**src/rtl/cnb_pkg.sv**
```systemverilog
package cnb_pkg;

  localparam int NUM_ATTRS_D   = 16;
  localparam int NUM_VALUES_D  = 16;
  localparam int NUM_CLASSES_D = 4;
  localparam int COUNT_WIDTH_D = 16;
  localparam int SCORE_W       = 32;
  localparam int TOTAL_W       = 16;
  localparam int CMD_W         = 2;
  localparam int POS_W         = 4;
  localparam int VAL_W         = 4;
  localparam int LBL_W         = 2;
  localparam int CIU_W         = 3;
  localparam int DIV_W         = 64;

  typedef enum logic [CMD_W-1:0] {
    CMD_CLEAR = 2'd0,
    CMD_TRAIN = 2'd1,
    CMD_TEST  = 2'd2,
    CMD_NONE  = 2'd3
  } cmd_t;

  typedef enum logic [3:0] {
    S_CLR,
    S_IDLE,
    S_TR_RD,
    S_TR_WR,
    S_TE_RD,
    S_TE_PRI,
    S_TE_PRIW,
    S_TE_MUL,
    S_TE_DIV,
    S_TE_DIVW,
    S_TE_CMP,
    S_OUT
  } state_t;

  typedef struct packed {
    logic clr_step;
    logic load;
    logic tr_write;
    logic tr_last;
    logic te_start;
    logic pri_start;
    logic pri_store;
    logic mul;
    logic div_start;
    logic div_store;
    logic next_class;
    logic cmp;
    logic result;
    logic wipe_small;
  } cnb_cmd_t;

  typedef struct packed {
    logic clr_done;
    logic div_done;
    logic last_class;
    logic cmd_clear;
    logic cmd_train;
    logic cmd_test;
    logic lbl_ok;
    logic pos_zero;
    logic row_last;
  } cnb_sts_t;

endpackage

```
**src/rtl/cnb_ctrl.sv**
```systemverilog
module cnb_ctrl
  import cnb_pkg::*;
(
  input  logic     clk,
  input  logic     rst_n,
  input  logic     in_fire,
  input  logic     out_free,
  input  cnb_sts_t sts,
  output cnb_cmd_t cmd,
  output logic     in_rdy
);
  state_t state_r, state_nxt;

  always_comb begin
    state_nxt = state_r;
    unique case (state_r)
      S_CLR:     if (sts.clr_done) state_nxt = S_IDLE;
      S_IDLE: begin
        if (in_fire) begin
          if (sts.cmd_clear)      state_nxt = S_CLR;
          else if (sts.cmd_train) state_nxt = sts.lbl_ok ? S_TR_RD : S_IDLE;
          else if (sts.cmd_test)  state_nxt = S_TE_RD;
        end
      end
      S_TR_RD:   state_nxt = S_TR_WR;
      S_TR_WR:   state_nxt = S_IDLE;
      S_TE_RD:   state_nxt = sts.pos_zero ? S_TE_PRI : S_TE_MUL;
      S_TE_PRI:  state_nxt = S_TE_PRIW;
      S_TE_PRIW: if (sts.div_done) state_nxt = S_TE_MUL;
      S_TE_MUL:  state_nxt = S_TE_DIV;
      S_TE_DIV:  state_nxt = S_TE_DIVW;
      S_TE_DIVW: begin
        if (sts.div_done) begin
          if (!sts.last_class)     state_nxt = S_TE_RD;
          else if (sts.row_last)   state_nxt = S_TE_CMP;
          else                     state_nxt = S_IDLE;
        end
      end
      S_TE_CMP:  state_nxt = S_OUT;
      S_OUT:     if (out_free) state_nxt = S_IDLE;
      default:   state_nxt = S_IDLE;
    endcase
  end

  always_comb begin
    cmd    = '0;
    in_rdy = 1'b0;
    unique case (state_r)
      S_CLR:     cmd.clr_step = 1'b1;
      S_IDLE: begin
        in_rdy         = 1'b1;
        cmd.load       = in_fire;
        cmd.wipe_small = in_fire && sts.cmd_clear;
        cmd.te_start   = in_fire && sts.cmd_test;
      end
      S_TR_RD:   ;
      S_TR_WR: begin
        cmd.tr_write = 1'b1;
        cmd.tr_last  = sts.row_last;
      end
      S_TE_RD:   ;
      S_TE_PRI:  cmd.pri_start = 1'b1;
      S_TE_PRIW: cmd.pri_store = sts.div_done;
      S_TE_MUL:  cmd.mul = 1'b1;
      S_TE_DIV:  cmd.div_start = 1'b1;
      S_TE_DIVW: begin
        cmd.div_store  = sts.div_done;
        cmd.next_class = sts.div_done;
      end
      S_TE_CMP:  cmd.cmp = 1'b1;
      S_OUT:     cmd.result = 1'b1;
      default:   ;
    endcase
  end

  always_ff @(posedge clk) begin
    if (!rst_n) state_r <= S_CLR;
    else        state_r <= state_nxt;
  end
endmodule

```
**config.mk**
```make
export PLATFORM = sky130hd
export DESIGN_NAME = cnb_ctrl
export DESIGN_NICKNAME = d
export VERILOG_FILES = /design/src/rtl/cnb_pkg.sv /design/src/rtl/cnb_ctrl.sv
export SDC_FILE = /design/constraint.sdc
export NUM_CORES = 1
export LEC_CHECK = 0
export BUFFER_PORTS_ARGS = -buffer_cell sky130_fd_sc_hd__buf_2
export CAP_MARGIN = 20
export CORE_AREA = 2 2 39 41
export DETAILED_ROUTE_END_ITERATION = 8
export DIE_AREA = 0 0 41 43
export PLACE_DENSITY = 0.72
export RECOVER_POWER = 100
export SLEW_MARGIN = 20
export SYNTH_ARGS = -nofsm -noshare
export SYNTH_HDL_FRONTEND = slang
export SYNTH_SLANG_ARGS = --single-unit
```
**constraint.sdc**
```tcl
create_clock -name clk -period 3.9 [get_ports clk]
set_clock_uncertainty 0.2 [all_clocks]
set_input_delay 0.39 -clock clk [delete_from_list [all_inputs] [get_ports clk]]
set_output_delay 0.39 -clock clk [all_outputs]
set_load 0.005 [all_outputs]
```
==> reports/results.ini, run 1 <==
[status]
status=completed

[critical_path]
arrival_ps=1620
cp-start-kind=flop
required_ps=3310
cp-startpoint=state_r[0]$_SDFFE_PN0P_
r2r-start=state_r[2]$_SDFFE_PN0P_
end_kind=output pin
r2r_slack_ps=1790
cp_max_fo=17
setup.worst_path.class=flop to output pin

[run]
cap_violations=0

[placed_design]
io_buffers=27
dp_slack_ps=1891
dp.cells=109
gp_congestion=0.7446
dpl.hpwl_microns=1044

[clock_tree]
cts_sinks=4
cts_root_buf=clkbuf_4
cts_max_level=1
clockBufferDepth=2
clkTransAtPathRegs_ps=40
hold_buffers=0
cts_resized=0
post_cts_buffers=0
cts_buffers=3
clk_latency_ps=250
cts_tree=yes

[sta]
final-hold-violation-count=0
period_minus_slack_ps=2215
setup_ws_ps=1685
finalSetupViolCount=0
fmax_mhz=451.5
whs_ps=278.8
relSlewSlack_pct=56.39
rsz0062_at_grt=false
finalCritPeriodShare_pct=56.79
final-max-slew-violation-count=0
worst_pin_slew_ps=649.8
fin_tns_setup_ps=0

[floorplanning]
io_pins=28
start_util_pct=36.53
dieArea_sq_um=1763
num_rows=14
die_y_microns=43
core-area_sq_um=1384
fp.dieW_microns=41

[min_path]
min_from=rst_n
hold_path.class=primary input to flop

[detailed_routing]
via_per_inst=5.616
wire_per_inst_microns=12.53
drt_iter0_drc=23
vias=629
drt_first_pass_iters=4
drc=0
antenna_left=0
drt_wl_total_microns=1403

[synthesis]
synth_edf_count=0
synth.distinct_cells=29
syn-instance-count=72
synth_area_sq_um=505.5
postSynthAreaPerCell_sq_um=7.021
synth_seq_cells=4
synth_top_area_share_pct=15.84
synth_top_area_cell=dfxtp_1
synth_fp_nets=85
synthTopCellsByCount=9 x nor2_1, 6 x nand2_1, 5 x clkbuf_1, 5 x inv_1
synth_most_common_cell=nor2_1
yosysWarnings=0
yosys-top-cells-area=dfxtp_1 16%, nor2_1 6.7%, nand2_1 4.5%
synth_ff_type=dfxtp_1
async_reset_ff_share_pct=0
ys_seq_area_share_pct=15.84

[finish]
top_regs=state_r: 4 flops
syn_to_final_growth_pct=25.99
largest_reg_flops=4
regMostFlops=state_r
final_cells=112
diodes=0
drive_above_1_share_pct=21.88
nets=111

[global_routing]
grt_pass1_vias=522
antenna_found_initial=0
grt_max_degree=21
gr-total-overflow=0
grt_use_total_pct=17.84
grt_pass1_wl_microns=2132

[pwr]
p_leak_nw=0.2676
power.density_nw_per_um2=260.3
vdd.ir_drop.worst_mv=0.09955

==> layout by cell type (no fill, tap or decap), types with 2 or more instances in the layout <==
cell type | synthesis | layout
a41oi_1 | 2 | 2
o21ai_0 | 3 | 3
dfxtp_1 | 4 | 4
a32o_1 | 2 | 2
nand4bb_1 | 2 | 2
inv_1 | 5 | 5
clkbuf_4 | 0 | 3
nor2_1 | 9 | 9
and3_1 | 3 | 3
nor3_1 | 3 | 3
buf_2 | 0 | 15
nor2b_1 | 3 | 3
nand2b_1 | 3 | 3
clkbuf_1 | 5 | 11
o21a_1 | 2 | 2
a21oi_1 | 4 | 4
nand2_1 | 6 | 6
mux2i_1 | 2 | 2
==> worst max-delay path, stage by stage (launching register included) <==
cell	delay, ps
dfxtp_1	650
nand2b_1	150
nor3_1	260
nand2_1	120
nor2_1	90
clkbuf_1	110
==> power breakdown <==
group	internal [mW]	switching (mW)
Sequential	0.0443	0.0133
Clock	0.0346	0.0204
Combinational	0.0253	0.0278
Total	0.104	0.0616
==> path summary, 6_finish.rpt <==
path | depth (start not counted) | endpoint
worst max-delay path | 5 | cmd[0]
worst min register to register | 2 | state_r[0]$_SDFFE_PN0P_
worst max register to register | 4 | state_r[3]$_SDFFE_PN0P_
worst min-delay path | 3 | state_r[0]$_SDFFE_PN0P_
==> metrics by stage <==
| step | utilization (%) | power [mW] | instance area [sq um] |
|---|---|---|---|
| 2_1_floorplan | - | 0.09120 | 505.5 |
| 3_3_place_gp | 45.84 | 0.1136 | 634.4 |
| 3_5_place_dp | 45.84 | 0.1149 | 634.4 |
| 4_1_cts | 47.47 | 0.1700 | 656.9 |
| 5_1_grt | 46.02 | 0.1772 | 636.9 |
| 6_report | 46.02 | 0.1657 | 636.9 |
==> area by class of cell <==
class | count | area [sq um]
fill | 156 | 747.0
multi-input combinational | 57 | 374.1
timing repair buffer | 27 | 121.4
sequential | 4 | 80.08
clock buffer | 3 | 22.52
tap | 16 | 20.02
inverter | 5 | 18.77
==> per-layer routing <==
layer	wire length, microns	up-vias	share of wire, %	track usage, %
met5	0	-	0	0
met4	46	0	3.3	14.00
met3	95	5	6.8	1.571
met2	650	30	46	27.50
met1	610	283	43	21.09
li1	-	311	-	-
==> logic make-up after synthesis <==
| kind of cell | synth area share (%) |
|---|---|
| compound gates | 29.95 |
| simple gates | 41.34 |
| buf+inv | 8.912 |
| mux | 3.961 |
| flops | 15.84 |
(Power assumes the default switching activity.)
==> run 2, diff against run 1 <==
--- a/config.mk
+++ b/config.mk
@@ -5,12 +5,13 @@
 export SDC_FILE = /design/constraint.sdc
 export NUM_CORES = 1
 export LEC_CHECK = 0
+export ABC_AREA = 1
 export BUFFER_PORTS_ARGS = -buffer_cell sky130_fd_sc_hd__buf_2
 export CAP_MARGIN = 20
 export CORE_AREA = 2 2 39 41
 export DETAILED_ROUTE_END_ITERATION = 8
 export DIE_AREA = 0 0 41 43
-export PLACE_DENSITY = 0.72
+export PLACE_DENSITY = 0.7
 export RECOVER_POWER = 100
 export SLEW_MARGIN = 20
 export SYNTH_ARGS = -nofsm -noshare
==> constraint.sdc (replaced) <==
create_clock -name clk -period 2.15 [get_ports clk]
set_clock_uncertainty 0.2 [all_clocks]
set_input_delay 0.215 -clock clk [delete_from_list [all_inputs] [get_ports clk]]
set_output_delay 0.215 -clock clk [all_outputs]
set_load 0.005 [all_outputs]
==> run 2 against run 1 <==
Clock-buffer cell count is the same. First-iteration DRC count decreased by 48%. Worst hold slack worse by 230 ps. Sequential share of layout area rose by 0.20 points. Critical path depth unchanged. Highest routed layer unchanged. Power rose by 55%. Critical endpoint is now cmd[3]. Register-to-register slack got worse by 1300 ps. Area after synthesis decreased by 5.4%.
==> reports/results.ini, run 2 <==
[finish]
top_regs=state_r: 4 flops
nets=135
drive_above_1_share_pct=24.17
diodes=0
final_common_cell=nand2_1
nFillCells=159
final_cell_mix=28 x nand2_1, 21 x nor2_1, 19 x buf_2, 13 x inv_1
largest_reg_flops=4
final_area_sq_um=626.9
final_cells=136
regMostFlops=state_r
syn_to_final_growth_pct=31.15

[pwr]
vdd.ir_drop.worst_mv=0.2439
power.density_nw_per_um2=409.2
p_leak_nw=0.3686

[detailed_routing]
drt_wl_total_microns=1266
wire_per_inst_microns=9.309
drc=0
drt_first_pass_iters=5
drt_iter0_drc=12
antenna_left=0
vias=649
via_per_inst=4.772

[sta]
finalSetupViolCount=0
worst_pin_slew_ps=226.0
fin_tns_setup_ps=0
final-hold-violation-count=0
final-max-slew-violation-count=0
finalCritPeriodShare_pct=79.81
setup_ws_ps=434.2
period_minus_slack_ps=1716
relSlewSlack_pct=84.87
fmax_mhz=582.8
rsz0062_at_grt=false

[global_routing]
grt_pass1_vias=556
grt_max_degree=7
gr-total-overflow=0
antenna_found_initial=0
grt_pass1_wl_microns=2076
grt_use_total_pct=17.27

[synthesis]
synth_most_common_cell=nand2_1
yosys-top-cells-area=nand2_1 20%, dfxtp_1 17%, nor2_1 13%
postSynthAreaPerCell_sq_um=5.252
synth_fp_nets=104
async_reset_ff_share_pct=0
synth_area_sq_um=478.0
synthTopCellsByCount=26 x nand2_1, 17 x nor2_1, 10 x inv_1, 5 x nand3_1, 5 x nor2_2
synth_seq_cells=4
synth.distinct_cells=19
synth_edf_count=0
synth_top_area_share_pct=20.42
yosysWarnings=0
ys_seq_area_share_pct=16.75
synth_top_area_cell=nand2_1
syn-instance-count=91
synth_ff_type=dfxtp_1

[placed_design]
dp.cells=133
io_buffers=27
dpl_cell_area_sq_um=625.6
dp_slack_ps=689.8
dpl.hpwl_microns=1082
gp_congestion=0.9128

[floorplanning]
die_y_microns=43
dieArea_sq_um=1763
num_rows=14
core-area_sq_um=1384
io_pins=28
start_util_pct=34.54
fp.dieW_microns=41

[clock_tree]
hold_buffers=0
cts_sinks=4
clkTransAtPathRegs_ps=40
post_cts_buffers=0
clk_latency_ps=230
cts_max_level=1
clockBufferDepth=2
cts_root_buf=clkbuf_4
cts_buffers=3
cts_tree=yes
cts_resized=0

[critical_path]
cp-start-kind=flop
cp_max_fo=6
end_kind=output pin
setup.worst_path.class=flop to output pin
arrival_ps=1300
required_ps=1740

[status]
status=completed

[min_path]
hold_path.class=primary input to flop

[run]
cap_violations=0

run 2: cell count changes in the layout (fill, tap and decap cells not counted), sizes merged, moves of 4 or more:
cell,delta
nand3,+6
clkbuf,-4
inv,+9
buf,+4
nand2,+22
nor2,+14
run 2: logic make-up after synthesis:
group,count (synthesis),synth area share [%]
flip-flops,4,16.75
buffers and inverters,15,12.57
AO/OA/AOI/OAI,10,11.26
AND/OR/NAND/NOR,62,59.42
run 2: worst paths after layout:
kind	start	end	slack (ps)	depth (start not counted)
hold / removal	rst_n	state_r[0]$_SDFFE_PN0P_	50	3
hold reg to reg	state_r[3]$_SDFFE_PN0P_	state_r[3]$_SDFFE_PN0P_	350	2
setup / recovery	state_r[3]$_SDFFE_PN0P_	cmd[3]	430	5
setup reg to reg	state_r[3]$_SDFFE_PN0P_	state_r[3]$_SDFFE_PN0P_	540	8
run 2: metal layers:
metal  global-route usage, %  share of wire, %  vias to the layer above
met1                   24.12                45                      283
li1                        -                 -                      341
met3                   1.571               5.5                        2
met2                   24.69                47                       23
met5                       0                 0                        -
met4                   10.00               2.0                        0
run 2: final cells by class:
cell class                      count  area (sq um)  area share, %
Timing Repair Buffer               27         128.9          20.56
Multi-Input combinational cell     72         322.8          51.50
Inverter                           14         52.55          8.383
Clock buffer                        3         22.52          3.593
Tap cell                           16         20.02          3.194
Sequential cell                     4         80.08          12.77
run 2: through the flow:
stage | utilization, % | power (mW) | hold WS, ps
final | 45.30 | 0.2565 | 45.88
after CTS | 46.84 | 0.2635 | 40.17
after floorplan | - | 0.1379 | 156.9
after detailed placement | 45.21 | 0.1689 | 285.6
after global routing | 45.30 | 0.2801 | 67.20
after global placement | 45.21 | 0.1691 | 284.3
run 2: where the power goes:
group | internal, mW | switching (mW) | leakage (nW)
Combinational | 0.0320 | 0.0488 | 0.322
Sequential | 0.0784 | 0.00518 | 0.0326
Clock | 0.0624 | 0.0297 | 0.0138
Total | 0.173 | 0.0837 | 0.369
run 2: worst max-delay path, stage by stage, from the launching register on:
cell      delay, ps
dfxtp_1         400
inv_1           120
nor2_1          170
nand2_1         110
nor2_1          130
clkbuf_1        130
==> run 3, diff against run 2 <==
==> constraint.sdc (replaced) <==
create_clock -name clk -period 1.7 [get_ports clk]
set_clock_uncertainty 0.2 [all_clocks]
set_input_delay 0.17 -clock clk [delete_from_list [all_inputs] [get_ports clk]]
set_output_delay 0.17 -clock clk [all_outputs]
set_load 0.005 [all_outputs]
==> run 3 against run 2 <==
Utilization rose by 1.4 points. Setup slack worse by 300 ps. Register-to-register slack lost 370 ps. Wire length increased by 1.1%. Clock power is 26% higher. Power is 28% higher. Die area stayed put. First-iteration DRC count increased by 25%. Final cell count grew 0.74%. Sequential share of layout area is essentially flat. Worst hold slack better by 57 ps. Sequential power rose by 28%.
==> reports/results.ini, run 3 (synthesized netlist as in run 2, its figures left out) <==
[pwr]
p_sw_share_pct=32.60
power_frac_clock_pct=35.3
fin_total_pwr_uw=328.8
p_seq_share_pct=32.6
internal_power_uw=221.6
power.density_nw_per_um2=508.3
combPwrFrac_pct=32.2
p_sw_uw=107.2
vdd.ir_drop.worst_mv=0.3096
p_leak_nw=0.3709

[floorplanning]
dieArea_sq_um=1763
io_pins=28
die_y_microns=43
num_rows=14
core-area_sq_um=1384
start_util_pct=34.54
fp.dieW_microns=41

[sta]
finalCritPeriodShare_pct=92.09
worst_pin_slew_ps=219.4
final-hold-violation-count=0
whs_ps=102.5
setup_ws_ps=134.4
finalSetupViolCount=0
relSlewSlack_pct=85.32
fmax_mhz=638.7
period_minus_slack_ps=1566
fin_tns_setup_ps=0
rsz0062_at_grt=false
final-max-slew-violation-count=0

[placed_design]
dp.cells=133
dpl_cell_area_sq_um=625.6
gp_congestion=0.9130
io_buffers=27
dpl.hpwl_microns=1082
dp_slack_ps=239.8

[min_path]
hold_path.class=primary input to flop
hold_depth=4

[critical_path]
setup.worst_path.class=flop to output pin
r2r.worst_path.cells=9
arrival_ps=1200
cp-start-kind=flop
cp_max_fo=5
end_kind=output pin
required_ps=1330

[global_routing]
grt_max_degree=7
grt_pass1_wl_microns=2090
antenna_found_initial=0
grt_use_total_pct=17.37
grt_pass1_vias=559
gr-total-overflow=0

[status]
status=completed

[finish]
final_area_sq_um=646.9
nets=136
top_regs=state_r: 4 flops
largest_reg_flops=4
final_cell_mix=27 x nand2_1, 19 x nor2_1, 17 x buf_2, 11 x inv_1
diodes=0
drive_above_1_share_pct=29.75
utilization_pct=46.75
regMostFlops=state_r
final_common_cell=nand2_1
syn_to_final_growth_pct=35.34
final_cells=137

[clock_tree]
cts_tree=yes
cts_max_level=1
clockBufferDepth=2
cts_sinks=4
cts_root_buf=clkbuf_4
cts_buffers=3
clk_latency_ps=230
clkTransAtPathRegs_ps=30

[detailed_routing]
drc=0
via_per_inst=4.825
antenna_left=0
vias=661
drt_first_pass_iters=4
wire_per_inst_microns=9.343
drt_iter0_drc=15
drt_wl_total_microns=1280

[run]
cap_violations=0

## run 3: changes by cell type in the layout (fill, tap and decap cells not counted), sizes merged
cell and change:
buf -2, clkbuf +2, dlygate4sd3 +1
## run 3: repair_timing
| action | CTS | global route |
|---|---|---|
| setup buffers | 0 | 0 |
| hold endpoints to repair | 1 | 0 |
| hold buffers | 1 | 0 |
| setup endpoints to repair | 0 | 4 |
| gates resized for setup | 0 | 2 |
## run 3: routing by layer
layer	share of wire, %	vias to the layer above	track usage (%)	wire (microns)
li1	-	342	-	-
met1	42	293	24.12	536
met2	49	24	25.00	630
met3	6.9	2	1.571	88
met4	2.0	0	10.00	25
met5	0	-	0	0
## run 3: area by class of cell
cell class / instances / area, sq um
Fill cell: 157 / 737.0
Inverter: 14 / 52.55
Tap cell: 16 / 20.02
Sequential cell: 4 / 82.58
Multi-Input combinational cell: 72 / 330.3
Timing Repair Buffer: 28 / 138.9
Clock buffer: 3 / 22.52
## run 3: critical path, stage by stage, from the launching register on
cell,delay (ps)
dfxtp_1,420
inv_1,110
nor2_2,160
nand2_1,90
nor2_1,80
buf_2,110
## run 3: worst paths after layout
check                                from                      end  slack [ps]
setup reg to reg  state_r[1]$_SDFFE_PN0P_  state_r[3]$_SDFFE_PN0P_         170
hold / removal                     sts[2]  state_r[0]$_SDFFE_PN0P_         100
hold reg to reg   state_r[3]$_SDFFE_PN0P_  state_r[3]$_SDFFE_PN0P_         330
setup / recovery  state_r[1]$_SDFFE_PN0P_                   cmd[7]         130
## run 3: power by group through the flow
stage / combinational, mW / clock (mW) / sequential (mW)
6_report: 0.106 / 0.116 / 0.107
5_1_grt: 0.122 / 0.131 / 0.107
4_1_cts: 0.108 / 0.120 / 0.106
3_5_place_dp: 0.106 / 0 / 0.108
3_3_place_gp: 0.106 / 0 / 0.108
2_1_floorplan: 0.0679 / 0 / 0.107
